==> src/hdl/ptd_stats.sv <==
`default_nettype none
// ----------------------------------------------------------------------------
// ptd_stats
// Delay statistics update: mean and peak, then |d|, d*d and spread in turn.
// ----------------------------------------------------------------------------
module ptd_stats (
  input  wire logic        clk,
  input  wire logic        rst,
  input  wire logic        start,
  input  wire logic [31:0] delay,
  input  wire logic [31:0] mean_in,
  input  wire logic [31:0] peak_in,
  input  wire logic [31:0] spread_in,
  output logic             done,
  output logic [31:0]      mean_out,
  output logic [31:0]      peak_out,
  output logic [31:0]      spread_out
);
  logic [2:0]  stage;
  logic [31:0] dly;
  logic [31:0] d;
  logic [31:0] sq;
  logic [31:0] sp15;
  logic [31:0] mean7;

  always_ff @(posedge clk) begin
    if (rst) begin
      stage <= 3'd0;
    end else begin
      stage <= {stage[1:0], start};
    end
  end

  assign mean7 = (mean_in << 3) - mean_in;

  always_ff @(posedge clk) begin
    if (start) begin
      dly      <= delay;
      mean_out <= (mean7 + delay) >> 3;
      peak_out <= (delay > peak_in) ? delay : peak_in;
      sp15     <= (spread_in << 4) - spread_in;
    end
    if (stage[0]) begin
      d <= (dly >= mean_out) ? dly - mean_out : mean_out - dly;
    end
    if (stage[1]) begin
      sq <= d * d;
    end
    if (stage[2]) begin
      spread_out <= (sp15 + sq) >> 4;
    end
  end

  always_ff @(posedge clk) begin
    if (rst) begin
      done <= 1'b0;
    end else begin
      done <= stage[2];
    end
  end
endmodule
`default_nettype wire

==> config.mk <==
export PLATFORM = sky130hd
export DESIGN_NAME = ptd_stats
export DESIGN_NICKNAME = d
export VERILOG_FILES = /design/src/hdl/ptd_stats.sv
export SDC_FILE = /design/constraint.sdc
export NUM_CORES = 2
export LEC_CHECK = 0
export ABC_AREA = 1
export ABC_CLOCK_PERIOD_IN_PS = 19550
export BUFFER_PORTS_ARGS = -buffer_cell sky130_fd_sc_hd__buf_2
export CORE_MARGIN = 2
export CORE_UTILIZATION = 55
export CTS_BUF_LIST = sky130_fd_sc_hd__clkbuf_8
export DETAILED_ROUTE_END_ITERATION = 16
export MAX_ROUTING_LAYER = met4
export PLACE_DENSITY = 0.74
export SLEW_MARGIN = 15
export SYNTH_ARGS = -nofsm -noshare
export SYNTH_HDL_FRONTEND = slang
export SYNTH_SLANG_ARGS = --single-unit
==> constraint.sdc <==
create_clock -name clk -period 19.55 [get_ports clk]
set_input_delay 1.955 -clock clk [delete_from_list [all_inputs] [get_ports clk]]
set_output_delay 1.955 -clock clk [all_outputs]
set_load 0.02 [all_outputs]
Word level (Yosys, flattened, before mapping)
Cells that the tools add are included.
{"block": "word_totals", "regBits": 221, "input_bits": 131, "out_inout_bits": 97, "elab_cells": 20}
{"block": "classes", "addsub": 6, "multipliers": 1, "n_lt_le_gt_ge": 2, "muxes": 2}
{"op": "$add A32 B32 Y32", "count": 2}
{"op": "$mux W32", "count": 2}
{"op": "$sub A32 B32 Y32", "count": 2}
{"op": "$ge A32 B29 Y1", "count": 1}
{"op": "$gt A32 B32 Y1", "count": 1}
{"op": "$mul A32 B32 Y32", "count": 1}
{"op": "$sub A29 B32 Y32", "count": 1}
{"op": "$sub A32 B29 Y32", "count": 1}

Logic depth before layout (Yosys ltp)
{"block": "depth", "depth_word": 2, "depth_mapped": 31, "mapped_depth_nobuf": 29}

Least setup slack after synthesis
OpenSTA, ideal clock, no wires.
{"block": "synth_path", "kind": "register to register", "from": "register d[2]", "to": "register sq[26], data pin", "setup_time_ps": 260, "t_arrival_ps": 6535, "required_ps": 19290, "slack_ps": 12755, "stages_incl_launch_ff": 28, "path_buffers": 2, "period_less_slack_ps": 6795, "path_cell_list": "edfxtp_1 -> clkbuf_1 -> buf_1 -> nand2_1 -> fa_1 -> inv_1 -> fa_1 -> inv_1 -> fa_1 -> fa_1 -> inv_1 -> fa_1 -> fa_1 -> inv_1 -> fa_1 -> fa_1 -> inv_1 -> ha_1 -> nand2_1 -> inv_1 -> nand2_1 -> nor3_1 -> nand4_1 -> nand3_1 -> a21o_1 -> nand2_1 -> nand2_1 -> xor2_1"}
{"block": "synth_via", "elab_chain_cells": 1}
{"element": "from (decl)", "line_no": "21", "rtl": "logic [31:0] d;"}
{"element": "from (signal assigned)", "line_no": "44", "rtl": "d <= (dly >= mean_out) ? dly - mean_out : mean_out - dly;"}
{"element": "$mul A32 B32 Y32", "line_no": "47", "rtl": "sq <= d * d;"}
{"element": "to (signal assigned)", "line_no": "47"}
{"element": "to (decl)", "line_no": "22", "rtl": "logic [31:0] sq;"}
Every way passes these cells.
A chain may end at the register's enable or synchronous reset.

Worst setup path in the final report
{"block": "layout_path", "from": "register d[4]", "to": "register sq[26], data pin"}
Same word-level chain as after synthesis.

==> reports/qor.yml <==
sta:
  slew_violations: 0
  tns_ns: 0
  worst_pin_slew_ns: 1.17
  setup_viol: 0
  fin_crit_sh_pct: 39.3
  rsz0062_at_grt: "no"
  maxSlewHeadroom_pct: 22.3
  fmaxAchievable_ghz: 0.130
  hold_viol: 0
  skew_ns: 0.0323
  period_needed_ns: 7.68
setup_path:
  ff2ff_setup_slack_ns: 11.87
  critPathMostFrequentCell: "fa_1"
  cp_slowest_cell: "edfxtp_1"
  criticalPathCategory: "reg2reg"
  cp-start-kind: "flip-flop"
  worstSetupEndpointType: "flip-flop"
  required_ns: 19.88
  max_stage_delay_ns: 1.13
  arrival_ns: 8.01
  crit_fanout: 28
synthesis:
  netlist_area_um2: 32000
  ys_ff_latch: 220
  syn_inst: 3942
  synthFlopType: "edfxtp_1"
  avgSynthCellArea_um2: 8.12
  synth_edf_count: 216
  ys_seq_area_share_pct: 20.5
  ys.warnings.count: 0
  synth.distinct_cells: 49
  async_flop_share_pct: 0
final_layout:
  layout.nets: 4967
  fillers: 5206
  drive_gt1_share_pct: 7.80
  multiInputGateArea_um2: 21200
  seq_area_um2: 6570
  synthToLayoutAreaGrowth_pct: 8.00
  antenna_cells: 0
  finalNonFillerCells: 4932
clock_network:
  post-cts-setup-buffer-count: 0
  cts_max_path_buffers: 3
  cts_tree: "done"
  clk_pin_slew_worst_paths_ns: 0.06
  numCtsBuffers: 41
  htreeDepth: 2
  cts_hold_buffers: 0
  root_buffer: "clkbuf_8"
  numClockSinks: 220
  post_cts_resized: 0
  clock_latency_ns: 0.61
detailed_routing:
  via_count: 25500
  totalWireLength_um: 84400
  drc: 0
  drtIter0Drc: 1651
  drtPass1Iterations: 5
  drt-vias-per-instance: 5.18
  detail-route-antenna-nets: 0
  routedWlPerCell_um: 17.1
die:
  initial_core_util_pct: 55.6
  die_height_um: 245
  dieArea_um2: 60200
  io_pins: 228
  coreArea_um2: 57600
  die_x_um: 245
  rows: 88
placed_design:
  dp_cells: 4856
  dp.final_hpwl_um: 70500
  port_buffers: 220
  gp_congestion: 1.00
global_route:
  grt_max_degree: 68
  grt_use_total_pct: 29.7
  first_global_vias: 26500
  overflow: 0
  antenna_found_initial: 0
  grt_pass1_wl_um: 136000
run_status:
  run_status: "finished, final reports clean"
hold_path:
  hold_path_class: "reg2reg"
job:
  drv_cap: 0
[worst paths after layout]
path | start | end | cells after the start
min reg2reg | stage[1] | stage[2] | 2
min | stage[1] | stage[2] | 2
max reg2reg | d[4] | sq[26] | 26
max | d[4] | sq[26] | 26
[stage by stage]
step | cell area [um^2] | setup slack, ns | utilization (%) | hold WS [ns]
after floorplan | 32000 | 12.76 | - | 0.511
after global placement | 33800 | 12.14 | 58.7 | 0.410
after detailed placement | 33800 | 11.94 | 58.7 | 0.419
after CTS | 34600 | 11.86 | 60.0 | 0.427
after global routing | 34600 | 11.36 | 60.0 | 0.470
final | 34600 | 11.87 | 60.0 | 0.424
[sequential cells by signal (all words and copies together), names as in the netlist]
signal / flops
d: 32
dly: 32
peak_out: 32
sp15: 32
sq: 31
mean_out: 29
spread_out: 28
stage: 3
done: 1
[metal layers]
layer  vias up  global-route usage [%]  routed length [um]
li1      12500                       -                   -
met4         0                    10.6                3180
met5         -                       -                   0
met1     12100                    36.0               34200
met2       798                    50.7               41800
met3       161                    4.19                5210
[kinds of logic after synthesis]
kind of cell	count (synthesis)	share of synthesized area [%]
compound gates	517	9.31
xor+xnor	195	5.33
fa+ha+maj	702	36.7
buf+inv	1113	13.4
flops	220	20.5
other cells	1	0.0117
simple gates	1194	14.8
[cell type report]
cell class | instances | share of cell area (%)
clock buffers | 42 | 1.67
inverters | 1018 | 11.1
repair buffers | 238 | 3.58
clock inverters | 34 | 0.633
well taps | 765 | 2.77
multi-input cells | 2615 | 61.3
flip-flops and latches | 220 | 19.0
[cells in the final DEF (no fill, tap or decap), drive strengths merged, types with 10 or more instances in the layout]
| cell type | netlist | layout |
|---|---|---|
| inv | 1018 | 1033 |
| a21boi | 10 | 10 |
| clkinv | 0 | 14 |
| ha | 308 | 308 |
| nor3 | 23 | 23 |
| xnor2 | 43 | 43 |
| a21oi | 211 | 211 |
| a31oi | 19 | 19 |
| clkbuf | 42 | 42 |
| xor2 | 152 | 152 |
| nor2 | 195 | 195 |
| edfxtp | 216 | 216 |
| a21o | 32 | 32 |
| o21bai | 28 | 28 |
| nand4 | 25 | 25 |
| o21ai | 163 | 163 |
| nand2 | 848 | 848 |
| buf | 53 | 238 |
| o211ai | 11 | 11 |
| nand3 | 88 | 88 |
| fa | 394 | 394 |
[synth_stat cells, types with 36 or more instances]
master       n  area share (%)
a21oi_1    209             3.3
buf_2       36            0.56
clkbuf_1    40            0.47
edfxtp_1   216              20
fa_1       394              25
ha_1       308              12
inv_1     1000              12
nand2_1    848             9.9
nand3_1     87             1.4
nor2_1     194             2.3
o21ai_0    106             1.7
o21ai_1     57            0.89
xnor2_1     43             1.2
xor2_1     152             4.2
[worst max-delay path, delay by kind of cell, from the launching register on]
kind,cells,cell delay (ns)
adder cells (fa/ha/maj),9,4.10
AND/OR/NAND/NOR,8,1.25
flip-flops,1,1.13
AO/OA/AOI/OAI,2,0.33
XOR/XNOR,2,0.30
buffers and inverters,5,0.28
Power is not shown: default switching activity piles up to over one toggle a cycle in this logic, so the estimate is an artifact.
